### config.mk
export PLATFORM = sky130hd
export DESIGN_NAME = windowed_sample_statistics_core
export DESIGN_NICKNAME = d
export VERILOG_FILES = /design/src/hw/rtl/wss_pkg.sv /design/src/hw/rtl/wss_front.sv /design/src/hw/rtl/wss_divider.sv /design/src/hw/rtl/wss_back.sv /design/src/hw/rtl/windowed_sample_statistics_core.sv
export VERILOG_INCLUDE_DIRS = /design/src /design/src/hw/rtl
export SDC_FILE = /design/constraint.sdc
export NUM_CORES = 2
export LEC_CHECK = 0
export BUFFER_PORTS_ARGS = -buffer_cell sky130_fd_sc_hd__buf_2
export CAP_MARGIN = 40
export CELL_PAD_IN_SITES_DETAIL_PLACEMENT = 0
export CELL_PAD_IN_SITES_GLOBAL_PLACEMENT = 1
export CORE_UTILIZATION = 45
export CTS_CLUSTER_DIAMETER = 50
export DETAILED_ROUTE_END_ITERATION = 10
export GPL_TIMING_DRIVEN = 0
export PLACE_DENSITY = 0.82
export SLEW_MARGIN = 30
export SYNTH_ARGS = -nofsm -noshare
export SYNTH_HDL_FRONTEND = slang
export SYNTH_SLANG_ARGS = --single-unit
### constraint.sdc
create_clock -name clk -period 11.3 [get_ports clk]
set_clock_uncertainty 0.1 [all_clocks]
set_input_delay 3.39 -clock clk [delete_from_list [all_inputs] [get_ports clk]]
set_output_delay 3.39 -clock clk [all_outputs]
set_load 0.01 [all_outputs]
### src/hw/rtl/windowed_sample_statistics_core_defines.svh
// Assertion macros shared by the windowed sample statistics RTL.
// No dependencies; included by modules that carry assertions.
`ifndef WINDOWED_SAMPLE_STATISTICS_CORE_DEFINES_SVH
`define WINDOWED_SAMPLE_STATISTICS_CORE_DEFINES_SVH
// Implication checked on every clock edge outside reset.
`define WSS_ASSERT_IMPL(label, ante, cons, msg) \
  label: assert property (@(posedge clk) disable iff (rst) (ante) |-> (cons)) else $error(msg);
// Next-cycle implication checked outside reset.
`define WSS_ASSERT_NEXT(label, ante, cons, msg) \
  label: assert property (@(posedge clk) disable iff (rst) (ante) |=> (cons)) else $error(msg);
`endif

### src/hw/rtl/wss_pkg.sv
// Package for the windowed sample statistics core: types and constants.
// No dependencies.
package wss_pkg;
  localparam int unsigned MaxSamplesDefault = 65536;
  localparam int unsigned QueueDepth = 2;

  typedef enum logic [1:0] {
    REG_WINDOW_START = 2'd0,
    REG_WINDOW_STOP  = 2'd1
  } reg_index_t;

  // Classified sample moved from front to back
  typedef struct packed {
    logic [31:0]        sample_time;
    logic signed [15:0] sample_value;
    logic               last_sample;
    logic [15:0]        index;
    logic               first_of_series;
    logic               in_window;
    logic               at_or_after_start;
    logic               at_or_before_stop;
    logic               before_stop;
    logic [31:0]        window_start;
    logic [31:0]        window_stop;
  } item_t;

  typedef enum logic [2:0] {
    ST_IDLE,
    ST_MUL,
    ST_ACC,
    ST_WAIT,
    ST_DIV,
    ST_OUT
  } back_state_t;
endpackage

### src/hw/rtl/wss_front.sv
// Front end: accepts samples, counts indices and classifies against the window.
// Depends on wss_pkg.
module wss_front #(
  parameter int unsigned MAX_SAMPLES = wss_pkg::MaxSamplesDefault
) (
  input  logic                clk,
  input  logic                rst,
  input  logic                cfg_we,
  input  logic [1:0]          cfg_index,
  input  logic [31:0]         cfg_data,
  input  logic                s_valid,
  output logic                s_ready,
  input  logic [31:0]         s_time,
  input  logic signed [15:0]  s_value,
  input  logic                s_last,
  output logic                q_valid,
  input  logic                q_ready,
  output wss_pkg::item_t      q_item
);
  import wss_pkg::*;
  `include "windowed_sample_statistics_core_defines.svh"

  localparam logic [15:0] IndexLimit = (MAX_SAMPLES - 1 < 65535) ?
                                       16'(MAX_SAMPLES - 1) : 16'hFFFF;

  logic [31:0] window_start;
  logic [31:0] window_stop;
  logic [15:0] sample_counter;
  item_t       queue [QueueDepth];
  logic        rd_ptr, wr_ptr;
  logic [1:0]  count;
  logic        push, pop;
  item_t       cls;

  // Hold configuration
  always_ff @(posedge clk) begin
    if (rst) begin
      window_start <= '0;
      window_stop  <= '1;
    end else if (cfg_we) begin
      if (cfg_index == REG_WINDOW_START) window_start <= cfg_data;
      else if (cfg_index == REG_WINDOW_STOP) window_stop <= cfg_data;
    end
  end

  assign s_ready = (count != 2'(QueueDepth));
  assign push    = s_valid && s_ready;
  assign q_valid = (count != 2'd0);
  assign pop     = q_valid && q_ready;
  assign q_item  = queue[rd_ptr];

  // Classify the incoming sample
  always_comb begin
    cls.sample_time       = s_time;
    cls.sample_value      = s_value;
    cls.last_sample       = s_last;
    cls.index             = sample_counter;
    cls.first_of_series   = (sample_counter == 16'd0);
    cls.at_or_after_start = (window_start <= s_time);
    cls.at_or_before_stop = (s_time <= window_stop);
    cls.before_stop       = (s_time < window_stop);
    cls.in_window         = cls.at_or_after_start && cls.at_or_before_stop;
    cls.window_start      = window_start;
    cls.window_stop       = window_stop;
  end

  // Advance the index counter, holding at IndexLimit; restart after the last sample
  always_ff @(posedge clk) begin
    if (rst) begin
      sample_counter <= '0;
    end else if (push) begin
      if (s_last) sample_counter <= '0;
      else if (sample_counter < IndexLimit) sample_counter <= sample_counter + 16'd1;
    end
  end

  // Queue storage
  always_ff @(posedge clk) begin
    if (push) queue[wr_ptr] <= cls;
  end

  always_ff @(posedge clk) begin
    if (rst) begin
      rd_ptr <= 1'b0;
      wr_ptr <= 1'b0;
      count  <= '0;
    end else begin
      if (push) wr_ptr <= ~wr_ptr;
      if (pop)  rd_ptr <= ~rd_ptr;
      count <= count + 2'(push) - 2'(pop);
    end
  end

  `WSS_ASSERT_IMPL(a_no_overflow, count == 2'(QueueDepth), !push, "queue overflow")
  `WSS_ASSERT_IMPL(a_count_range, 1'b1, count <= 2'(QueueDepth), "queue count out of range")
  `WSS_ASSERT_NEXT(a_idx_bound, push && !s_last, sample_counter <= IndexLimit,
                   "index beyond limit")
endmodule

### src/hw/rtl/wss_divider.sv
// Restoring divider, one quotient bit per cycle, unsigned 64 by 34 bits.
// Depends on wss_pkg.
module wss_divider (
  input  logic        clk,
  input  logic        rst,
  input  logic        start,
  input  logic [63:0] dividend,
  input  logic [33:0] divisor,
  output logic        done,
  output logic [63:0] quotient
);
  import wss_pkg::*;

  logic [63:0] quo;
  logic [34:0] rem;
  logic [6:0]  steps;
  logic        busy;
  logic [34:0] trial;

  assign trial    = {rem[33:0], quo[63]} - {1'b0, divisor};
  assign quotient = quo;

  // Shift one bit per cycle
  always_ff @(posedge clk) begin
    if (rst) begin
      busy  <= 1'b0;
      done  <= 1'b0;
      steps <= '0;
    end else begin
      done <= 1'b0;
      if (start) begin
        busy  <= 1'b1;
        steps <= 7'd64;
      end else if (busy) begin
        steps <= steps - 7'd1;
        if (steps == 7'd1) begin
          busy <= 1'b0;
          done <= 1'b1;
        end
      end
    end
  end

  always_ff @(posedge clk) begin
    if (start) begin
      quo <= dividend;
      rem <= '0;
    end else if (busy) begin
      if (!trial[34]) begin
        rem <= trial;
        quo <= {quo[62:0], 1'b1};
      end else begin
        rem <= {rem[33:0], quo[63]};
        quo <= {quo[62:0], 1'b0};
      end
    end
  end
endmodule

### src/hw/rtl/wss_back.sv
// Back end: interval accumulation, extremes, first/last tracking and result.
// Depends on wss_pkg and wss_divider.
module wss_back (
  input  logic                clk,
  input  logic                rst,
  input  logic                q_valid,
  output logic                q_ready,
  input  wss_pkg::item_t      q_item,
  output logic                m_valid,
  input  logic                m_ready,
  output logic [119:0]        m_data
);
  import wss_pkg::*;
  `include "windowed_sample_statistics_core_defines.svh"

  back_state_t state, state_next;
  item_t       it;

  logic [31:0]        held_time;
  logic signed [15:0] held_value;
  logic               held_valid;
  logic [32:0]        prev_boundary_half;
  logic [63:0]        weighted_sum;
  logic [33:0]        total_period_half;
  logic signed [15:0] ext_min, ext_max;
  logic [15:0]        ext_minmag, ext_maxmag;
  logic [15:0]        idx_min, idx_max, idx_minmag, idx_maxmag;
  logic               extreme_set;
  logic [15:0]        first_idx, last_idx;
  logic               first_flag, last_flag;
  logic               final_done;

  // Interval pipeline registers
  logic               iv1_en, iv2_en;
  logic signed [15:0] iv1_value;
  logic signed [34:0] iv1_len;
  logic signed [50:0] product;

  logic [32:0]        pb;
  logic [32:0]        nb1, nb2;
  logic               close1, close2;
  logic [16:0]        mag;

  logic               div_start, div_done;
  logic [63:0]        div_q, smag;
  logic [33:0]        pmag;
  logic               sneg, pneg;
  logic signed [15:0] avg;
  logic               avg_valid;

  logic               take;

  assign take    = q_valid && q_ready;
  assign q_ready = (state == ST_IDLE);
  assign pb      = it.first_of_series ? {it.window_start, 1'b0} : prev_boundary_half;
  assign mag     = it.sample_value[15] ? 17'(-$signed({it.sample_value[15], it.sample_value}))
                                       : 17'(it.sample_value);
  assign nb1     = it.before_stop ? 33'(held_time) + 33'(it.sample_time)
                                  : {it.window_stop, 1'b0};
  assign close1  = held_valid && !it.first_of_series;
  assign close2  = it.in_window && it.last_sample;
  assign nb2     = {it.window_stop, 1'b0};

  // Next state
  always_comb begin
    state_next = state;
    unique case (state)
      ST_IDLE: if (q_valid) state_next = ST_MUL;
      ST_MUL:  state_next = ST_ACC;
      ST_ACC:  state_next = (close2 && !final_done) ? ST_MUL
                            : (it.last_sample ? ST_WAIT : ST_IDLE);
      ST_WAIT: if (!iv1_en && !iv2_en) state_next = ST_DIV;
      ST_DIV:  if (div_done || total_period_half == '0) state_next = ST_OUT;
      ST_OUT:  if (m_ready) state_next = ST_IDLE;
      default: state_next = ST_IDLE;
    endcase
  end

  // Sequencer outputs; start the divider once the sum has settled and the period is nonzero
  always_comb begin
    m_valid   = (state == ST_OUT);
    div_start = (state == ST_WAIT) && !iv1_en && !iv2_en
                && (total_period_half != '0);
  end

  always_ff @(posedge clk) begin
    if (rst) state <= ST_IDLE;
    else     state <= state_next;
  end

  always_ff @(posedge clk) begin
    if (take) it <= q_item;
  end

  // Multiply: weight one interval
  always_ff @(posedge clk) begin
    if (rst) begin
      iv2_en <= 1'b0;
    end else begin
      iv2_en <= iv1_en;
    end
    product <= 51'(iv1_value) * 51'(iv1_len);
  end

  // Accumulate and update series state
  always_ff @(posedge clk) begin
    if (rst) begin
      iv1_en             <= 1'b0;
      held_valid         <= 1'b0;
      prev_boundary_half <= '0;
      weighted_sum       <= '0;
      total_period_half  <= '0;
      extreme_set        <= 1'b0;
      first_flag         <= 1'b0;
      last_flag          <= 1'b0;
      held_time          <= '0;
      held_value         <= '0;
      first_idx          <= '0;
      last_idx           <= '0;
      final_done         <= 1'b0;
    end else begin
      iv1_en <= 1'b0;
      if (take) final_done <= 1'b0;
      if (iv2_en) begin
        weighted_sum <= weighted_sum + 64'(product);
      end
      // Close the held interval, else the final one; the final follows in a second pass
      if (state == ST_MUL) begin
        if (close1) begin
          iv1_en             <= 1'b1;
          iv1_value          <= held_value;
          iv1_len            <= 35'($signed({2'b00, nb1})) - 35'($signed({2'b00, pb}));
          total_period_half  <= total_period_half + 34'(nb1) - 34'(pb);
          prev_boundary_half <= nb1;
          held_valid         <= 1'b0;
        end else if (close2 && !final_done) begin
          iv1_en             <= 1'b1;
          iv1_value          <= it.sample_value;
          iv1_len            <= 35'($signed({2'b00, nb2})) - 35'($signed({2'b00, pb}));
          total_period_half  <= total_period_half + 34'(nb2) - 34'(pb);
          prev_boundary_half <= nb2;
          final_done         <= 1'b1;
        end else if (it.first_of_series) begin
          prev_boundary_half <= pb;
          held_valid         <= 1'b0;
        end
      end
      if (state == ST_ACC) begin
        if (!first_flag && it.at_or_after_start) begin
          first_idx  <= it.index;
          first_flag <= 1'b1;
        end
        if (it.at_or_before_stop) begin
          last_idx  <= it.index;
          last_flag <= 1'b1;
        end
        if (it.in_window) begin
          if (!extreme_set || it.sample_value < ext_min) begin
            ext_min <= it.sample_value; idx_min <= it.index;
          end
          if (!extreme_set || it.sample_value > ext_max) begin
            ext_max <= it.sample_value; idx_max <= it.index;
          end
          if (!extreme_set || 16'(mag) < ext_minmag) begin
            ext_minmag <= 16'(mag); idx_minmag <= it.index;
          end
          if (!extreme_set || 16'(mag) > ext_maxmag) begin
            ext_maxmag <= 16'(mag); idx_maxmag <= it.index;
          end
          extreme_set <= 1'b1;
          if (!it.last_sample) begin
            held_time  <= it.sample_time;
            held_value <= it.sample_value;
            held_valid <= 1'b1;
          end
        end
      end
      // Clear the series once the result has been transferred
      if (state == ST_OUT && m_ready) begin
        held_valid        <= 1'b0;
        weighted_sum      <= '0;
        total_period_half <= '0;
        extreme_set       <= 1'b0;
        first_flag        <= 1'b0;
        last_flag         <= 1'b0;
        first_idx         <= '0;
        last_idx          <= '0;
      end
    end
  end

  // Signed magnitudes for the divider
  assign sneg = weighted_sum[63];
  assign smag = sneg ? (~weighted_sum + 64'd1) : weighted_sum;
  assign pneg = total_period_half[33];
  assign pmag = pneg ? (~total_period_half + 34'd1) : total_period_half;

  wss_divider u_div (
    .clk      (clk),
    .rst      (rst),
    .start    (div_start),
    .dividend (smag),
    .divisor  (pmag),
    .done     (div_done),
    .quotient (div_q)
  );

  // Apply the sign and saturate the quotient; zero and invalid when the period is zero
  always_ff @(posedge clk) begin
    if (state == ST_DIV) begin
      if (total_period_half == '0) begin
        avg       <= '0;
        avg_valid <= 1'b0;
      end else if (div_done) begin
        avg_valid <= 1'b1;
        if (sneg != pneg) avg <= (div_q > 64'd32768) ? 16'sh8000 : 16'(64'd0 - div_q);
        else              avg <= (div_q > 64'd32767) ? 16'sh7FFF : 16'(div_q);
      end
    end
  end

  // Result fields from bit 0 up
  assign m_data = {4'd0,
                   last_flag, last_flag ? last_idx : 16'd0,
                   first_flag, first_flag ? first_idx : 16'd0,
                   avg_valid, avg,
                   extreme_set ? idx_maxmag : 16'd0,
                   extreme_set ? idx_minmag : 16'd0,
                   extreme_set ? idx_max : 16'd0,
                   extreme_set ? idx_min : 16'd0,
                   extreme_set};

  `WSS_ASSERT_IMPL(a_ready_idle, q_ready, state == ST_IDLE, "ready outside idle")
  `WSS_ASSERT_NEXT(a_out_hold, m_valid && !m_ready, m_valid && $stable(m_data),
                   "result dropped")
  `WSS_ASSERT_IMPL(a_div_nonzero, div_start, pmag != '0, "divide by zero")
endmodule

### src/hw/rtl/windowed_sample_statistics_core.sv
// Top level: front end with a two-entry queue feeding the back end (wss_pkg, wss_front, wss_back).
// The back end takes one sample at a time through idle, multiply and accumulate, with a
// second multiply and accumulate pass when a final sample also closes a held interval;
// it accepts no new sample until it is back in idle. The 64-step divider runs once per
// series with a nonzero period; a zero period skips the division.
// Reset (rst, synchronous): window_start 0, window_stop all ones, series cleared.
module windowed_sample_statistics_core #(
  parameter int unsigned MAX_SAMPLES = wss_pkg::MaxSamplesDefault
) (
  input  logic         clk,
  input  logic         rst,
  input  logic         cfg_we,
  input  logic [1:0]   cfg_index,
  input  logic [31:0]  cfg_data,
  input  logic         s_axis_tvalid,
  output logic         s_axis_tready,
  input  logic [47:0]  s_axis_tdata,  // sample_time[31:0], sample_value[47:32]
  input  logic         s_axis_tlast,  // last_sample
  output logic         m_axis_tvalid,
  input  logic         m_axis_tready,
  // any_in_window, min_index, max_index, min_mag_index, max_mag_index, average,
  // average_valid, first_index, first_found, last_index, last_found, zero fill
  output logic [119:0] m_axis_tdata
);
  import wss_pkg::*;

  logic  q_valid, q_ready;
  item_t q_item;

  wss_front #(.MAX_SAMPLES(MAX_SAMPLES)) u_front (
    .clk       (clk),
    .rst       (rst),
    .cfg_we    (cfg_we),
    .cfg_index (cfg_index),
    .cfg_data  (cfg_data),
    .s_valid   (s_axis_tvalid),
    .s_ready   (s_axis_tready),
    .s_time    (s_axis_tdata[31:0]),
    .s_value   (s_axis_tdata[47:32]),
    .s_last    (s_axis_tlast),
    .q_valid   (q_valid),
    .q_ready   (q_ready),
    .q_item    (q_item)
  );

  wss_back u_back (
    .clk     (clk),
    .rst     (rst),
    .q_valid (q_valid),
    .q_ready (q_ready),
    .q_item  (q_item),
    .m_valid (m_axis_tvalid),
    .m_ready (m_axis_tready),
    .m_data  (m_axis_tdata)
  );
endmodule

==> run summary <==
The length of the first detailed-routing pass in iterations is 6. The post-cts repair resize count is 0. The count of nets left with antenna violations once routing finished came out at 0.

The number of distinct library cells after synthesis is 84. STA classifies the critical path endpoint as a flop. The flow ran to the end, and the final reports show no timing, DRC or antenna violations. The part of the Yosys area used for sequential elements came out at 36.2%. The via count of the first global-routing pass was 59700. The clock period could shrink to 8.62 ns. For this configuration, the core starts out at a cell density of 45.4%. The synthesized-area fraction occupied by adder cells is 23.2%. The post-CTS setup buffer count came out at 0.

Buffers inserted during clock tree synthesis total 137. The worst setup path is launched from a flop. The area of the die came out at 172000 µm². The number of primary I/O pins is 210. In the final layout, the multi-input gates occupy 44100 µm². In this run the worst path has a maximum fanout of 10. The worst path buffer plus inverter count is 5. The longest individual stage delay on the worst path is 0.72 ns.

The CTS tree is built. Walking the worst path, the cells encountered are clkbuf_1, nand2_1, fa_1, inv_1, fa_1, fa_1, fa_1, fa_1, inv_1, fa_1, inv_1, ha_1, clkbuf_1, a21o_1, a21o_1, a221oi_1, o21ai_0, a21oi_1, a221oi_1, o41ai_1, o21ai_0, a2111o_1, a31oi_1, xnor2_1. The initial antenna violation count is 9. At the pin with the least slew margin, the transition time is 0.980 ns. In this run the worst hold path is classified as flop to flop. Port buffering added 205 buffers. The clock-pin transition on the worst setup and hold timing paths came out at 0.06 ns. In this design, the critical path's most frequently occurring cell is sky130_fd_sc_hd__fa_1. The global-route usage over all layers came out at 26.3%.

The detail-routed via count per cell is 5.49. Among cell families on the critical path, the largest total delay comes from adder cells. The first routing iteration left 4404 violations. The total number of vias came out at 58100. The floorplan has 151 rows. In the final routed layout, each cell accounts on average for 21.4 µm.

The sum of net half-perimeters after detailed placement came out at 181000 µm. The combinational family with the most area after synthesis is adder cells. The post-synthesis area per instance came out at 9.81 µm². The final-report max-slew violation count is 0. The most used flip-flop cell after synthesis is sky130_fd_sc_hd__edfxtp_1. Setup repair after global routing left no endpoint under its margin. The number of buffers on the longest clock path came out at 3. The pin count of the biggest net entering global routing is 45.

The fraction of final layout cells with drive strength greater than 1 came out at 8.38%. The share of the core filled with cells in the final layout is 51.1%. The cell with the largest stage delay on the worst path is sky130_fd_sc_hd__clkbuf_1. Yosys printed 0 warnings.

The placeable core region is 169000 µm². The portion of synthesized area spent on multiplexers is 3.65%. The max capacitance violation total is 0. In this run, synthesis inferred 661 flip-flops with an integrated enable. The normalized max-slew margin came out at 34.7%.

The top achievable clock speed is 0.116 GHz. The deepest level of the CTS H-tree is 4. The tree is rooted in a sky130_fd_sc_hd__clkbuf_16.

The xor/xnor share of the synthesized area is 4.28%. The cell count after synthesis came out at 7835. The routed design has 226000 µm of wire. After synthesis the netlist holds a flip-flop and latch count of 1060. The horizontal extent of the die is 415 µm. After the last flow step, the layout net total stands at 9399. The final setup violation count came out at 0. The synthesized netlist devotes 13.4% of its cell area to simple gates.

The clock latency on the worst-skew pair is 0.83 ns. Of all flip-flops after synthesis, the portion carrying an async set or reset was 0%. The data arrival time of the worst path is 9.22 ns. The fill cell total of the finished layout came out at 15400.

After clock tree synthesis, the flow added hold-fix buffers numbering 0. The synthesized netlist devotes 12.7% of its cell area to compound gates. The detailed-route DRC error count came out at 0. The final count of hold timing violations is 0. The area occupied by registers is 27800 µm². The floorplan step set the die height to 415 µm.

The final weighted congestion of routability-driven global placement came out at 0.967. In the finished design, the share of the clock period the worst path needs comes to 76.3%. The residual overflow from global routing came out at 0. The class of the most critical setup path is flop to flop. The growth of design area from synthesis to finish came out at 12.6%. The first global-routing pass estimated 349000 µm of wire. After synthesis the cells add up to 76900 µm².

Data on the critical path is required at its endpoint by 11.90 ns. The number of sinks on the clock net came out at 1060.
stage by stage:
| stage | setup TNS, ns | std cells | instance area (µm²) | worst slack, ns | hold WS [ns] |
|---|---|---|---|---|---|
| 6_report | 0 | 10600 | 86500 | 2.68 | 0.350 |
| 5_1_grt | 0 | 10600 | 86500 | 2.39 | 0.362 |
| 4_1_cts | 0 | 10600 | 86500 | 2.79 | 0.350 |
| 3_5_place_dp | 0 | 10300 | 81700 | 2.79 | 0.342 |
| 3_3_place_gp | -227.06 | 10300 | 80700 | -1.75 | 0.331 |
| 2_1_floorplan | 0 | 7838 | 76900 | 1.54 | 0.322 |
synthesized netlist by cell type, types with 50 or more instances:
master,instances,area (µm²)
sky130_fd_sc_hd__a211oi_1,91,683
sky130_fd_sc_hd__a21o_1,219,1640
sky130_fd_sc_hd__a21oi_1,476,2380
sky130_fd_sc_hd__and2_1,350,2190
sky130_fd_sc_hd__clkbuf_1,293,1100
sky130_fd_sc_hd__dfxtp_1,399,7990
sky130_fd_sc_hd__edfxtp_1,661,19800
sky130_fd_sc_hd__fa_1,589,11800
sky130_fd_sc_hd__ha_1,483,6040
sky130_fd_sc_hd__inv_1,1018,3820
sky130_fd_sc_hd__mux2_2,141,1590
sky130_fd_sc_hd__mux2i_1,122,1220
sky130_fd_sc_hd__nand2_1,935,3510
sky130_fd_sc_hd__nand2b_1,57,357
sky130_fd_sc_hd__nand3_1,76,380
sky130_fd_sc_hd__nand4_1,72,450
sky130_fd_sc_hd__nor2_1,359,1350
sky130_fd_sc_hd__nor2b_1,64,400
sky130_fd_sc_hd__nor3_1,78,390
sky130_fd_sc_hd__o211ai_1,64,480
sky130_fd_sc_hd__o21a_1,50,375
sky130_fd_sc_hd__o21ai_0,343,1720
sky130_fd_sc_hd__o31ai_1,58,435
sky130_fd_sc_hd__xnor2_1,221,1940
sky130_fd_sc_hd__xor2_1,155,1360
sequential cells by signal, indices dropped and copies added, names as in the netlist, 32 cells and up:
signal                     count
u_back.u_div.rem              34
u_back.product                51
u_back.total_period_half      34
u_back.it                    134
u_front.window_start          32
u_back.weighted_sum           64
u_back.prev_boundary_half     33
u_front.window_stop           32
u_back.iv1_len                34
u_front.queue                268
u_back.held_time              32
u_back.u_div.quotient         64
worst paths after layout:
| kind | endpoint | slack, ns | cells after the start | start |
|---|---|---|---|---|
| setup / recovery | u_back.product[50] | 2.68 | 24 | u_back.iv1_len[11] |
| hold / removal | u_back.last_idx[1] | 0.35 | 2 | u_back.last_idx[1] |
| setup reg to reg | u_back.product[50] | 2.68 | 24 | u_back.iv1_len[11] |
| hold reg to reg | u_back.last_idx[1] | 0.35 | 2 | u_back.last_idx[1] |
area by class of cell:
cell class / instances / share of cell area, %
well taps: 2218 / 3.21
multi-input cells: 5436 / 51.0
clock inverters: 85 / 1.30
clock buffers: 171 / 4.23
flip-flops and latches: 1060 / 32.2
inverters: 1018 / 4.42
repair buffers: 262 / 2.24
plain buffers: 324 / 1.46
diodes: 2 / 0.00578
cell families (layout without fill, tap and decap cells):
family / after synthesis / count (layout)
simple gates: 2170 / 2170
compound gates: 1551 / 1551
buf+inv: 1342 / 1860
fa+ha+maj: 1072 / 1072
flops: 1060 / 1060
xor+xnor: 376 / 376
mux: 263 / 263
other cells: 1 / 6
worst min-delay path, delay by kind of cell (launching register included):
| kind | cells | cell delay [ns] |
|---|---|---|
| AOI/OAI and AO/OA | 1 | 0.05 |
| and+or+nand+nor | 1 | 0.05 |
| DFF | 1 | 0.30 |
routing by layer:
layer  global-route usage, %  up-vias  routed length (µm)  part of all wire [%]
li1                        -    27300                   -                     -
met1                    33.4    28600               93200                    41
met2                    44.2     1731              109000                    48
met3                    4.00      428               13400                   5.9
met4                    12.2        4               10900                   4.8
met5                       0        -                  23                 0.010
cell usage in the layout, fill, tap and decap left out, drive strengths merged, types with 50 or more instances in the layout:
| master | synthesis | layout |
|---|---|---|
| nand4 | 72 | 72 |
| nand3 | 76 | 76 |
| a21oi | 476 | 476 |
| mux2 | 141 | 141 |
| xor2 | 155 | 155 |
| a21o | 219 | 219 |
| buf | 31 | 292 |
| nor2 | 359 | 359 |
| o21ai | 345 | 345 |
| mux2i | 122 | 122 |
| dfxtp | 399 | 399 |
| o211ai | 64 | 64 |
| inv | 1018 | 1044 |
| o21a | 50 | 50 |
| nand2 | 936 | 936 |
| edfxtp | 661 | 661 |
| nor2b | 64 | 64 |
| and2 | 352 | 352 |
| clkbuf | 293 | 465 |
| xnor2 | 221 | 221 |
| nor3 | 79 | 79 |
| nand2b | 57 | 57 |
| a211oi | 91 | 91 |
| fa | 589 | 589 |
| ha | 483 | 483 |
| o31ai | 58 | 58 |
Power is left out: the tool's default activity adds up to more than one toggle a clock period on the data nets, which glitch-free logic cannot reach.
